## src/hw/rtl/ostf_pkg.sv

```systemverilog
// Shared types, character codes and helpers for the overstrike text flattener.
`timescale 1ns / 1ps
`default_nettype none
package ostf_pkg;

  localparam int unsigned MAX_RESULTS = 5;
  localparam int unsigned CNT_W       = 3;

  localparam logic [7:0] CH_TAB   = 8'h09;
  localparam logic [7:0] CH_NL    = 8'h0A;
  localparam logic [7:0] CH_BS    = 8'h08;
  localparam logic [7:0] CH_M     = 8'h4D;
  localparam logic [7:0] CH_DASH  = 8'h2D;
  localparam logic [7:0] CH_CARET = 8'h5E;
  localparam logic [7:0] CH_DEL   = 8'h7F;
  localparam logic [7:0] CH_SPACE = 8'h20;
  localparam logic [7:0] BIT6     = 8'h40;

  // Lookahead state of the front end
  typedef enum logic [1:0] {
    MODE_IDLE = 2'd0,
    MODE_BS   = 2'd1,
    MODE_MARK = 2'd2
  } mode_t;

  // One queued item: all bytes an input item produces, lowest slot first
  typedef struct packed {
    logic [CNT_W-1:0]                 cnt;
    logic [MAX_RESULTS-1:0][7:0]      chars;
    logic [MAX_RESULTS-1:0]           amb;
    logic [MAX_RESULTS-1:0]           seen;
  } ostf_entry_t;

  function automatic logic is_accent(input logic [7:0] c);
    return (c == 8'h27) || (c == 8'h60) || (c == 8'h5E) || (c == 8'h22) ||
           (c == 8'h7E) || (c == 8'h2C) || (c == 8'h5F);
  endfunction

endpackage
`default_nettype wire

```

## src/hw/rtl/overstrike_text_flattener_unit.sv

```systemverilog
// Top level of the overstrike text flattener: stream ports, config register, front/queue/back.
`timescale 1ns / 1ps
`default_nettype none
// Flattens a byte stream into printable text. Newline and tab pass; an accent
// mark next to a backspace is dropped with it; high bytes get an "M-" prefix and
// control bytes a "^" prefix; these are flagged ambiguous. in_tlast ends a
// stream: it flushes a pending backspace or accent and clears halt and the
// sticky flag. Each input item yields zero to five output items; the last one
// carries out_tlast. Timing: the front end takes one item per cycle whenever
// the entry queue (QUEUE_DEPTH entries) has room; an accepted entry is queued
// and offered once it reaches the head. While out_tready is high the output
// side moves one byte per cycle: an item giving k bytes holds the output port
// until all k are taken, items giving at most one byte stream at one item per
// cycle, and longer bursts are absorbed by the queue. Items giving no byte
// (pending backspace or accent, dropped pairs, halted data) occupy no queue space.
// cfg_wr_en/cfg_wr_data write stop_on_ambiguous; write only while idle.
module overstrike_text_flattener_unit
  import ostf_pkg::*;
#(
  parameter int unsigned QUEUE_DEPTH = 4   // entries, 2..16
) (
  input  wire logic        clk,
  input  wire logic        rst_n,
  // input stream
  input  wire logic        in_tvalid,
  output logic             in_tready,
  input  wire logic [7:0]  in_tdata,    // [7:0] data_byte
  input  wire logic        in_tlast,    // end_of_input
  // output stream
  output logic             out_tvalid,
  input  wire logic        out_tready,
  output logic [7:0]       out_tdata,   // [7:0] out_byte
  output logic [1:0]       out_tuser,   // [0] ambiguous, [1] ambiguity_seen
  output logic             out_tlast,   // last byte caused by the input item
  // configuration
  input  wire logic        cfg_wr_en,
  input  wire logic        cfg_wr_data  // stop_on_ambiguous
);

  logic        stop_r;
  logic        accept;
  logic        push, pop, q_full, q_valid;
  ostf_entry_t push_entry, head;
  logic        amb, seen;

  always_ff @(posedge clk) begin
    if (!rst_n) begin
      stop_r <= 1'b0;
    end else if (cfg_wr_en) begin
      stop_r <= cfg_wr_data;
    end
  end

  // Front never waits on the output: only a full queue stalls input
  assign in_tready = !q_full;
  assign accept    = in_tvalid && in_tready;

  ostf_front u_front (
    .clk               (clk),
    .rst_n             (rst_n),
    .stop_on_ambiguous (stop_r),
    .accept            (accept),
    .data_byte         (in_tdata),
    .end_of_input      (in_tlast),
    .push              (push),
    .push_entry        (push_entry)
  );

  ostf_queue #(
    .DEPTH (QUEUE_DEPTH)
  ) u_queue (
    .clk        (clk),
    .rst_n      (rst_n),
    .push       (push),
    .push_entry (push_entry),
    .pop        (pop),
    .full       (q_full),
    .not_empty  (q_valid),
    .head       (head)
  );

  ostf_back u_back (
    .clk        (clk),
    .rst_n      (rst_n),
    .head_valid (q_valid),
    .head       (head),
    .out_ready  (out_tready),
    .pop        (pop),
    .out_valid  (out_tvalid),
    .out_byte   (out_tdata),
    .out_amb    (amb),
    .out_seen   (seen),
    .out_last   (out_tlast)
  );

  assign out_tuser = {seen, amb};

  // ambiguous output always implies the sticky flag
  a_amb_implies_seen: assert property (@(posedge clk) disable iff (!rst_n)
    (out_tvalid && out_tuser[0]) |-> out_tuser[1])
    else $error("ambiguous byte without sticky flag");

  a_ready_when_empty: assert property (@(posedge clk) disable iff (!rst_n)
    !out_tvalid |-> in_tready)
    else $error("input stalled with empty queue");

  a_entry_with_bytes: assert property (@(posedge clk) disable iff (!rst_n)
    push |-> accept)
    else $error("entry pushed without input item");

endmodule
`default_nettype wire

```

## src/hw/rtl/ostf_front.sv

```systemverilog
// Front end: lookahead state, classification and building of the output entry.
`timescale 1ns / 1ps
`default_nettype none
module ostf_front
  import ostf_pkg::*;
(
  input  wire logic        clk,
  input  wire logic        rst_n,
  input  wire logic        stop_on_ambiguous,
  input  wire logic        accept,
  input  wire logic [7:0]  data_byte,
  input  wire logic        end_of_input,
  output logic             push,
  output ostf_entry_t      push_entry
);

  mode_t       mode_r, mode_nxt;
  logic [7:0]  mark_r, mark_nxt;
  logic        halted_r, halted_nxt;
  logic        sticky_r, sticky_nxt;

  logic [7:0]       low7;
  logic             is_hi, is_ctl;
  logic             fresh_amb;
  mode_t            fresh_mode;
  logic [7:0]       fresh_mark;
  logic [CNT_W-1:0] f_cnt;
  logic [3:0][7:0]  f_chars;
  logic [3:0]       f_amb, f_seen;
  logic             pre_v, take_fresh;
  logic [7:0]       pre_c;

  // Fresh-byte conversion, independent of the lookahead state
  always_comb begin
    low7       = {1'b0, data_byte[6:0]};
    is_hi      = data_byte[7];
    is_ctl     = (low7 < CH_SPACE) || (low7 == CH_DEL);
    fresh_amb  = 1'b0;
    fresh_mode = MODE_IDLE;
    fresh_mark = 8'h00;
    f_cnt      = '0;
    f_chars    = '0;
    f_amb      = '0;
    f_seen     = '0;
    if ((data_byte == CH_NL) || (data_byte == CH_TAB)) begin
      f_cnt      = CNT_W'(1);
      f_chars[0] = data_byte;
      f_seen[0]  = sticky_r;
    end else if (data_byte == CH_BS) begin
      fresh_mode = MODE_BS;
    end else if (is_accent(data_byte)) begin
      fresh_mode = MODE_MARK;
      fresh_mark = data_byte;
    end else if (is_hi || is_ctl) begin
      fresh_amb = 1'b1;
      if (!stop_on_ambiguous) begin
        f_amb  = 4'hF;
        f_seen = 4'hF;
        if (is_hi && is_ctl) begin
          f_cnt   = CNT_W'(4);
          f_chars = {low7 ^ BIT6, CH_CARET, CH_DASH, CH_M};
        end else if (is_hi) begin
          f_cnt   = CNT_W'(3);
          f_chars = {8'h00, low7, CH_DASH, CH_M};
        end else begin
          f_cnt   = CNT_W'(2);
          f_chars = {16'h0000, data_byte ^ BIT6, CH_CARET};
        end
      end
    end else begin
      f_cnt      = CNT_W'(1);
      f_chars[0] = data_byte;
      f_seen[0]  = sticky_r;
    end
  end

  // Lookahead state machine and entry assembly
  always_comb begin
    mode_nxt   = mode_r;
    mark_nxt   = mark_r;
    halted_nxt = halted_r;
    sticky_nxt = sticky_r;
    pre_v      = 1'b0;
    pre_c      = CH_BS;
    take_fresh = 1'b0;
    if (end_of_input) begin
      if (!halted_r) begin
        unique case (mode_r)
          MODE_BS: begin
            pre_v = 1'b1;
          end
          MODE_MARK: begin
            pre_v = 1'b1;
            pre_c = mark_r;
          end
          default: ;
        endcase
      end
      mode_nxt   = MODE_IDLE;
      mark_nxt   = 8'h00;
      halted_nxt = 1'b0;
      sticky_nxt = 1'b0;
    end else if (!halted_r) begin
      mode_nxt = MODE_IDLE;
      mark_nxt = 8'h00;
      unique case (mode_r)
        MODE_BS: begin
          if (is_accent(data_byte)) begin
            sticky_nxt = 1'b1;
            halted_nxt = stop_on_ambiguous;
          end else begin
            pre_v      = 1'b1;
            take_fresh = 1'b1;
          end
        end
        MODE_MARK: begin
          if (data_byte == CH_BS) begin
            sticky_nxt = 1'b1;
            halted_nxt = stop_on_ambiguous;
          end else begin
            pre_v      = 1'b1;
            pre_c      = mark_r;
            take_fresh = 1'b1;
          end
        end
        default: take_fresh = 1'b1;
      endcase
      if (take_fresh) begin
        mode_nxt = fresh_mode;
        mark_nxt = fresh_mark;
        if (fresh_amb) begin
          sticky_nxt = 1'b1;
          halted_nxt = stop_on_ambiguous;
        end
      end
    end
  end

  always_comb begin
    push_entry = '0;
    if (pre_v) begin
      push_entry.chars = {f_chars, pre_c};
      push_entry.amb   = {f_amb, 1'b0};
      push_entry.seen  = {f_seen, sticky_r};
    end else begin
      push_entry.chars = {8'h00, f_chars};
      push_entry.amb   = {1'b0, f_amb};
      push_entry.seen  = {1'b0, f_seen};
    end
    if (take_fresh) begin
      push_entry.cnt = {{(CNT_W-1){1'b0}}, pre_v} + f_cnt;
    end else begin
      push_entry.cnt = {{(CNT_W-1){1'b0}}, pre_v};
    end
  end

  assign push = accept && (push_entry.cnt != '0);

  always_ff @(posedge clk) begin
    if (!rst_n) begin
      mode_r   <= MODE_IDLE;
      mark_r   <= 8'h00;
      halted_r <= 1'b0;
      sticky_r <= 1'b0;
    end else if (accept) begin
      mode_r   <= mode_nxt;
      mark_r   <= mark_nxt;
      halted_r <= halted_nxt;
      sticky_r <= sticky_nxt;
    end
  end

  a_halt_idle: assert property (@(posedge clk) disable iff (!rst_n)
    halted_r |-> (mode_r == MODE_IDLE))
    else $error("halted with pending lookahead");

  a_mark_only_pending: assert property (@(posedge clk) disable iff (!rst_n)
    (mode_r != MODE_MARK) |-> (mark_r == 8'h00))
    else $error("stale pending mark");

  a_halt_sticky: assert property (@(posedge clk) disable iff (!rst_n)
    halted_r |-> sticky_r)
    else $error("halt without ambiguity");

endmodule
`default_nettype wire

```

## src/hw/rtl/ostf_queue.sv

```systemverilog
// Small entry queue between the front end and the output serializer.
`timescale 1ns / 1ps
`default_nettype none
module ostf_queue
  import ostf_pkg::*;
#(
  parameter int unsigned DEPTH = 4
) (
  input  wire logic        clk,
  input  wire logic        rst_n,
  input  wire logic        push,
  input  wire ostf_entry_t push_entry,
  input  wire logic        pop,
  output logic             full,
  output logic             not_empty,
  output ostf_entry_t      head
);

  localparam int unsigned PTR_W = $clog2(DEPTH);
  localparam int unsigned CNT_W_Q = $clog2(DEPTH + 1);

  ostf_entry_t        mem_r [DEPTH];
  logic [PTR_W-1:0]   wr_ptr_r, rd_ptr_r;
  logic [CNT_W_Q-1:0] count_r;

  function automatic logic [PTR_W-1:0] ptr_inc(input logic [PTR_W-1:0] p);
    return (p == PTR_W'(DEPTH - 1)) ? '0 : p + PTR_W'(1);
  endfunction

  assign full      = (count_r == CNT_W_Q'(DEPTH));
  assign not_empty = (count_r != '0);
  assign head      = mem_r[rd_ptr_r];

  always_ff @(posedge clk) begin
    if (push) begin
      mem_r[wr_ptr_r] <= push_entry;
    end
  end

  always_ff @(posedge clk) begin
    if (!rst_n) begin
      wr_ptr_r <= '0;
      rd_ptr_r <= '0;
      count_r  <= '0;
    end else begin
      if (push) wr_ptr_r <= ptr_inc(wr_ptr_r);
      if (pop)  rd_ptr_r <= ptr_inc(rd_ptr_r);
      if (push && !pop) begin
        count_r <= count_r + CNT_W_Q'(1);
      end else if (pop && !push) begin
        count_r <= count_r - CNT_W_Q'(1);
      end
    end
  end

  a_no_overflow: assert property (@(posedge clk) disable iff (!rst_n)
    push |-> !full)
    else $error("push into full queue");

  a_no_underflow: assert property (@(posedge clk) disable iff (!rst_n)
    pop |-> not_empty)
    else $error("pop from empty queue");

  a_count_bound: assert property (@(posedge clk) disable iff (!rst_n)
    count_r <= CNT_W_Q'(DEPTH))
    else $error("queue count out of range");

endmodule
`default_nettype wire

```

## src/hw/rtl/ostf_back.sv

```systemverilog
// Back end: walks the head entry onto the output stream, one byte per cycle while out_ready is high.
`timescale 1ns / 1ps
`default_nettype none
module ostf_back
  import ostf_pkg::*;
(
  input  wire logic        clk,
  input  wire logic        rst_n,
  input  wire logic        head_valid,
  input  wire ostf_entry_t head,
  input  wire logic        out_ready,
  output logic             pop,
  output logic             out_valid,
  output logic [7:0]       out_byte,
  output logic             out_amb,
  output logic             out_seen,
  output logic             out_last
);

  logic [CNT_W-1:0] idx_r;
  logic             fire;

  assign out_valid = head_valid;
  assign out_byte  = head.chars[idx_r];
  assign out_amb   = head.amb[idx_r];
  assign out_seen  = head.seen[idx_r];
  assign out_last  = (idx_r == (head.cnt - CNT_W'(1)));
  assign fire      = head_valid && out_ready;
  assign pop       = fire && out_last;

  always_ff @(posedge clk) begin
    if (!rst_n) begin
      idx_r <= '0;
    end else if (fire) begin
      idx_r <= out_last ? '0 : idx_r + CNT_W'(1);
    end
  end

  a_entry_nonempty: assert property (@(posedge clk) disable iff (!rst_n)
    head_valid |-> (head.cnt != '0) && (head.cnt <= CNT_W'(MAX_RESULTS)))
    else $error("queued entry with bad count");

  a_idx_in_range: assert property (@(posedge clk) disable iff (!rst_n)
    head_valid |-> (idx_r < head.cnt))
    else $error("slot index past entry end");

  a_idx_idle: assert property (@(posedge clk) disable iff (!rst_n)
    !head_valid |-> (idx_r == '0))
    else $error("slot index left over");

endmodule
`default_nettype wire

```

## config.mk

```make
export PLATFORM = sky130hd
export DESIGN_NAME = overstrike_text_flattener_unit
export DESIGN_NICKNAME = d
export VERILOG_FILES = /design/src/hw/rtl/ostf_pkg.sv /design/src/hw/rtl/overstrike_text_flattener_unit.sv /design/src/hw/rtl/ostf_front.sv /design/src/hw/rtl/ostf_queue.sv /design/src/hw/rtl/ostf_back.sv
export SDC_FILE = /design/constraint.sdc
export NUM_CORES = 1
export LEC_CHECK = 0
export ABC_CLOCK_PERIOD_IN_PS = 6400
export BUFFER_PORTS_ARGS = -buffer_cell sky130_fd_sc_hd__buf_2
export CORE_MARGIN = 1.5
export CORE_UTILIZATION = 60
export CTS_CLUSTER_DIAMETER = 30
export DETAILED_ROUTE_END_ITERATION = 6
export PLACE_DENSITY_LB_ADDON = 0.1
export SLEW_MARGIN = 30
export SYNTH_ARGS = -nofsm -noshare
export SYNTH_HDL_FRONTEND = slang
export SYNTH_SLANG_ARGS = --single-unit
```

## constraint.sdc

```tcl
create_clock -name clk -period 6.4 [get_ports clk]
set_input_delay 0.64 -clock clk [delete_from_list [all_inputs] [get_ports clk]]
set_output_delay 0.64 -clock clk [all_outputs]
set_load 0.05 [all_outputs]
```

# Word-level counts from Yosys, hierarchy flattened
# Memories as Yosys holds them, arrays and structs flattened. A register that Yosys moved wholly into a read port is not among the register bits.
# Index checks and enable logic that the tools add are counted.
# classes
bitwise	1
n_eq_ne	18
addsub	7
order_cmp	2
n_reduce_logical	24
n_mux	92
# op_table
op	n
$mux 32	4
$mux 8	15
$mux 50	1
$mux 24	2
$mux 3	12
$mux 1	33
$eq 8x7->1 const B	4
$mux 4	7
$bmux 8 s3	1
$eq 8x4->1 const B	3
$eq 8x6->1 const B	3
$mux 23	1
$mux 2	10
$logic_or 1x1->1	9
$pmux 1 s2	4
$eq 7x7->1 const B	1
$logic_and 1x1->1	7
$lt 7x6->1 const B	1
$add 3x1->3 const B	2
$bmux 1 s3	2
$eq 2x2->1 const B	3
$reduce_bool 3->1	2
$sub 3x1->3 const B	2
$add 2x1->2 const B	2
other kinds (11)	13
# word_totals
mem_count	1
mem_bits_rw	212
in_bits	15
output_inout_bits	13
reg_bits	23
wordCells	154
# mem_list
memory	depth	word_bits	rd	rd_clocked_by_memory_dff	wr	line_no	source
u_queue.mem_r	4	53	1	1	1	ostf_queue.sv:22	ostf_entry_t mem_r [DEPTH];

# Longest topological paths before layout
# depth
ltp_word	20
mapped_depth	19
mapped_depth_nobuf	18

# Hierarchy
# A second synthesis with hierarchy kept.
# unflattened
cells_unflattened	665
hier_area_um2	10776.6
# modules_own_cells
module	cells_per_inst	area_each_um2	seq_area_each_um2	n_inst
ostf_queue	321	8170.3	6546.3	1
ostf_front	260	1855.5	240.2	1
ostf_back	77	689.4	60.1	1
overstrike_text_flattener_unit	7	61.3	20.0	1

# Least setup slack after synthesis
# OpenSTA, ideal clock, no wires.
# synth_timing
path_type	input port to flip-flop
start	in in_tdata[7]
end	mem u_queue.mem_r[3][0] (netlist bit) (enable)
n_path_buf	2
setup_ps	407
path_slack_ps	1553
path_stages	13
t_required_ps	5993
t_arrival_ps	4440
path_cell_list	buf_4 nor4b_4 a31oi_2 or3_4 o21ai_4 inv_4 buf_6 ha_1 ha_1 or3_1 a31o_2 a31oi_4 and2_1
# synth_between
elab_chain_cells	18
elab_cells_between_ends	42
cone_classes	1 x add/sub; 10 x eq/ne; 20 x mux; 11 x reduce/logical
# synth_lines
element	line_no	source
from (decl)	overstrike_text_flattener_unit.sv:27	input wire logic [7:0] in_tdata,
parallel branches: the longest is 13 deep, another holds $add 1x3->3	--	
$mux 3 (*)	ostf_front.sv:150	if (take_fresh) begin
$reduce_bool 3->1 (*)	ostf_front.sv:157	assign push = accept && (push_entry.cnt != '0);
$logic_and 1x1->1 (*)	ostf_front.sv:157	
net push	overstrike_text_flattener_unit.sv:42	logic push, pop, q_full, q_valid;
$mux 1 (*)	ostf_queue.sv:35	if (push) begin
$mux 1 (not written as such) (*)	ostf_queue.sv:36	mem_r[wr_ptr_r] <= push_entry;
to (decl)	ostf_queue.sv:22	
# Mark *: on every way through the listed nets, which the timed path passes. The select of a mux whose other input is x is not followed.

# Worst setup path after layout
# layout_timing
start	in in_tdata[7]
end	reg u_queue.count_r[2]
# layout_between
elab_chain_cells	19
elab_cells_between_ends	45
cone_classes	1 x add/sub; 10 x eq/ne; 19 x mux; 15 x reduce/logical
# layout_lines
element	line_no	source
parallel branches: the longest is 13 deep, another holds $add 1x3->3	--	
$mux 3 (*)	ostf_front.sv:150	
$reduce_bool 3->1 (*)	ostf_front.sv:157	
$logic_and 1x1->1 (*)	ostf_front.sv:157	
net push	overstrike_text_flattener_unit.sv:42	
$logic_not 1->1	ostf_queue.sv:50	end else if (pop && !push) begin
$logic_and 1x1->1	ostf_queue.sv:50	
$reduce_bool 2->1 (no source line)	--	
to (signal assigned)	ostf_queue.sv:49	count_r <= count_r + CNT_W_Q'(1);
to (signal assigned)	ostf_queue.sv:51	count_r <= count_r - CNT_W_Q'(1);
to (decl)	ostf_queue.sv:24	logic [CNT_W_Q-1:0] count_r;
# Marked as above.
# A chain may end at the register's enable or synchronous reset.

==> out/metrics.yaml <==
floorplan:
  die_h_microns: 126
  floorplan.initialDensity: 0.622
  die_w_microns: 126
  dieArea_sq_um: 16000
  rows: 44
  io_pins: 28
  coreArea_sq_um: 14700
timing:
  fin_ws_ns: 1.56
  finalMaxSlewViolations: 0
  max_freq_mhz: 207
  finClkSkew_ns: 0.0187
  worst_pin_slew_ns: 1.03
  period_minus_slack_ns: 4.84
  finalSetupViolations: 0
  hold_viol_final: 0
  fin_tns_setup_ns: 0
  slew_headroom: 0.304
  fin_crit_sh: 0.756
  holdWs_ns: 0.391
  rsz0062_at_grt: "no"
min_path:
  hold_path.class: "input port to flop"
yosys:
  ys_seq_area_frac: 0.646
  synth_cell_types: 63
  synth-edff-count: 180
  yosysMostFrequentCell: "edfxtp_1"
  yosys-top-cells-area: "edfxtp_1 (59%), mux4_2 (13%), dfxtp_1 (5.5%)"
  synth_top_cell_by_area: "edfxtp_1"
  synth_top_area_frac: 0.591
  synth_fa_ha_area_frac: 0.0186
  syn_inst: 589
  synth-xor-area-share: 0.00958
  ys.flop_type: "edfxtp_1"
  synth_simple_gate_area_share: 0.0820
  synth_common_cells: "edfxtp_1 (180), mux4_2 (52), nor2_1 (30), o21ai_0 (26)"
  synth_mux_area_frac: 0.137
  ys_async_sr_fraction: 0
  synth_top_family_by_area: "multiplexers"
  syn_avg_cell_area_sq_um: 15.5
  syn_area_sq_um: 9140
  synth.ff_latch_count: 205
  synth-compound-area-share: 0.0747
  yosysWarnings: 0
clocking:
  post_cts_buffers: 0
  post_cts_resized: 0
  cts.clk_slew.worst_paths_ns: 0.05
  cts_buffer_depth: 3
  clockRootBuffer: "clkbuf_16"
  cts_max_level: 2
  cts_tree: "done"
  clkLatencyLatePin_ns: 0.51
  hold_buffers: 0
  cts.sinks: 205
  numCtsBuffers: 38
power:
  irDropWorstVdd_mv: 0.261
  p_leak_nw: 3.64
  power_mw: 3.80
  p_per_area_nw_per_um2: 356
global_routing:
  grt_pass1_vias: 5534
  antenna_found_initial: 0
  grt_max_degree: 46
  overflow: 0
  grt_usage: 0.253
  grt_pass1_wl_microns: 30300
setup_path:
  cp_max_fo: 23
  end_kind: "flop"
  cp_data_required_time_ns: 6.84
  startpoint_type: "input port"
  criticalPathCategory: "input port to flop"
  worstPathArrival_ns: 5.28
placed_design:
  dp_hpwl_microns: 11800
  dp_slack_ns: 1.11
  portBuffers: 27
  dp_cells: 775
  place.gp.congestion: 0.948
  postPlaceCellArea_sq_um: 9400
route:
  avgRoutedWirePerCell_microns: 22.6
  ant_nets: 0
  firstDrtPassIters: 5
  postRouteWirelength_microns: 19100
  via_count: 5381
  viasPerCell: 6.38
  dr.first_iter.drc_count: 510
  drc_errors: 0
status:
  status: "finished clean"
finish:
  fin_util: 0.726
  stdcell_count: 844
  seqCellArea_sq_um: 5910
  nFillCells: 918
  drive_gt1_frac: 0.265
  fin_nets: 659
  area_delta_synth_final_pct: 16.7
  insertedDiodeCount: 0
  multi_input_area_sq_um: 2970
  final_area_sq_um: 10700
run:
  maxCapViolCount: 0
[worst paths after layout]
path / from / end / slack [ns] / cells after the start
max: in_tdata[7] / u_queue.count_r[2]$_SDFFE_PN0P_ / 1.56 / 17
min: cfg_wr_data / stop_r$_SDFFE_PN0P_ / 0.39 / 3
max reg2reg: u_front.mode_r[0]$_SDFFE_PN0P_ / u_queue.count_r[2]$_SDFFE_PN0P_ / 1.72 / 18
min reg2reg: u_front.mark_r[7]$_SDFFE_PN0P_ / u_front.mark_r[7]$_SDFFE_PN0P_ / 0.48 / 1
[placed cells by master (no fill, tap or decap), drive strengths merged, types with 2 or more instances in the layout]
cell	n
nor2b	13
nand2	25
a22oi	8
mux4	52
nor4	6
a21o	2
ha	12
and2	12
mux2i	8
clkinv	16
xnor2	7
clkbuf	44
nor2	30
or3b	2
o31ai	4
a21oi	22
o211ai	4
nand3	21
edfxtp	180
a211oi	2
a211o	3
a22o	6
and3	4
clkinvlp	5
o21ai	29
a31o	5
dfxtp	25
a21boi	4
xor2	3
nand2b	3
nor3	10
buf	37
or3	6
conb	4
nand3b	2
bufinv	3
inv	25
a31oi	3
[cells by family (layout without fill, tap and decap cells)]
group / count (synthesis) / after routing
compound gates: 100 / 100
fa+ha+maj: 13 / 13
xor+xnor: 10 / 10
simple gates: 138 / 138
mux: 60 / 60
flops: 205 / 205
buf+inv: 62 / 130
other cells: 1 / 4
[worst max-delay path: stages]
cell,delay (ns)
buf_2,0.22
nor4b_4,0.37
a31oi_2,0.19
or3_4,0.40
o21ai_4,0.49
inv_4,0.21
ha_1,0.25
ha_1,0.21
or3_1,0.39
a31o_2,0.27
a31oi_4,0.24
ha_1,0.23
inv_1,0.07
fa_1,0.44
xor2_1,0.18
or3_1,0.30
a21boi_0,0.16
[flip-flops by register name (all words and copies together), names as in the netlist, named ones only]
signal	flops
u_front.halted_r	1
u_front.mark_r	8
u_queue.wr_ptr_r	2
u_queue.rd_ptr_r	2
u_front.mode_r	2
u_back.idx_r	3
u_queue.mem_r	180
u_queue.count_r	3
stop_r	1
u_front.sticky_r	1
[final cells by class]
class | count | area share
Clock buffer | 44 | 0.0942
Clock inverter | 25 | 0.0242
Inverter | 24 | 0.00868
Multi-Input combinational cell | 325 | 0.278
Sequential cell | 205 | 0.554
Tap cell | 184 | 0.0216
Timing Repair Buffer | 37 | 0.0197
[power breakdown]
part | switching (mW) | leakage, nW | internal, mW
Combinational | 0.238 | 1.17 | 0.127
Clock | 0.650 | 0.603 | 1.26
Sequential | 0.0308 | 1.88 | 1.50
Total | 0.918 | 3.64 | 2.89
[routing by layer]
layer	global-route usage	wire (microns)	vias to the layer above
met3	0.0413	1390	32
met4	0.0872	372	0
met1	0.361	8230	2721
met2	0.405	9080	225
met5	0	0	-
li1	-	-	2403
No activity file was read; power rests on OpenSTA's default activity.
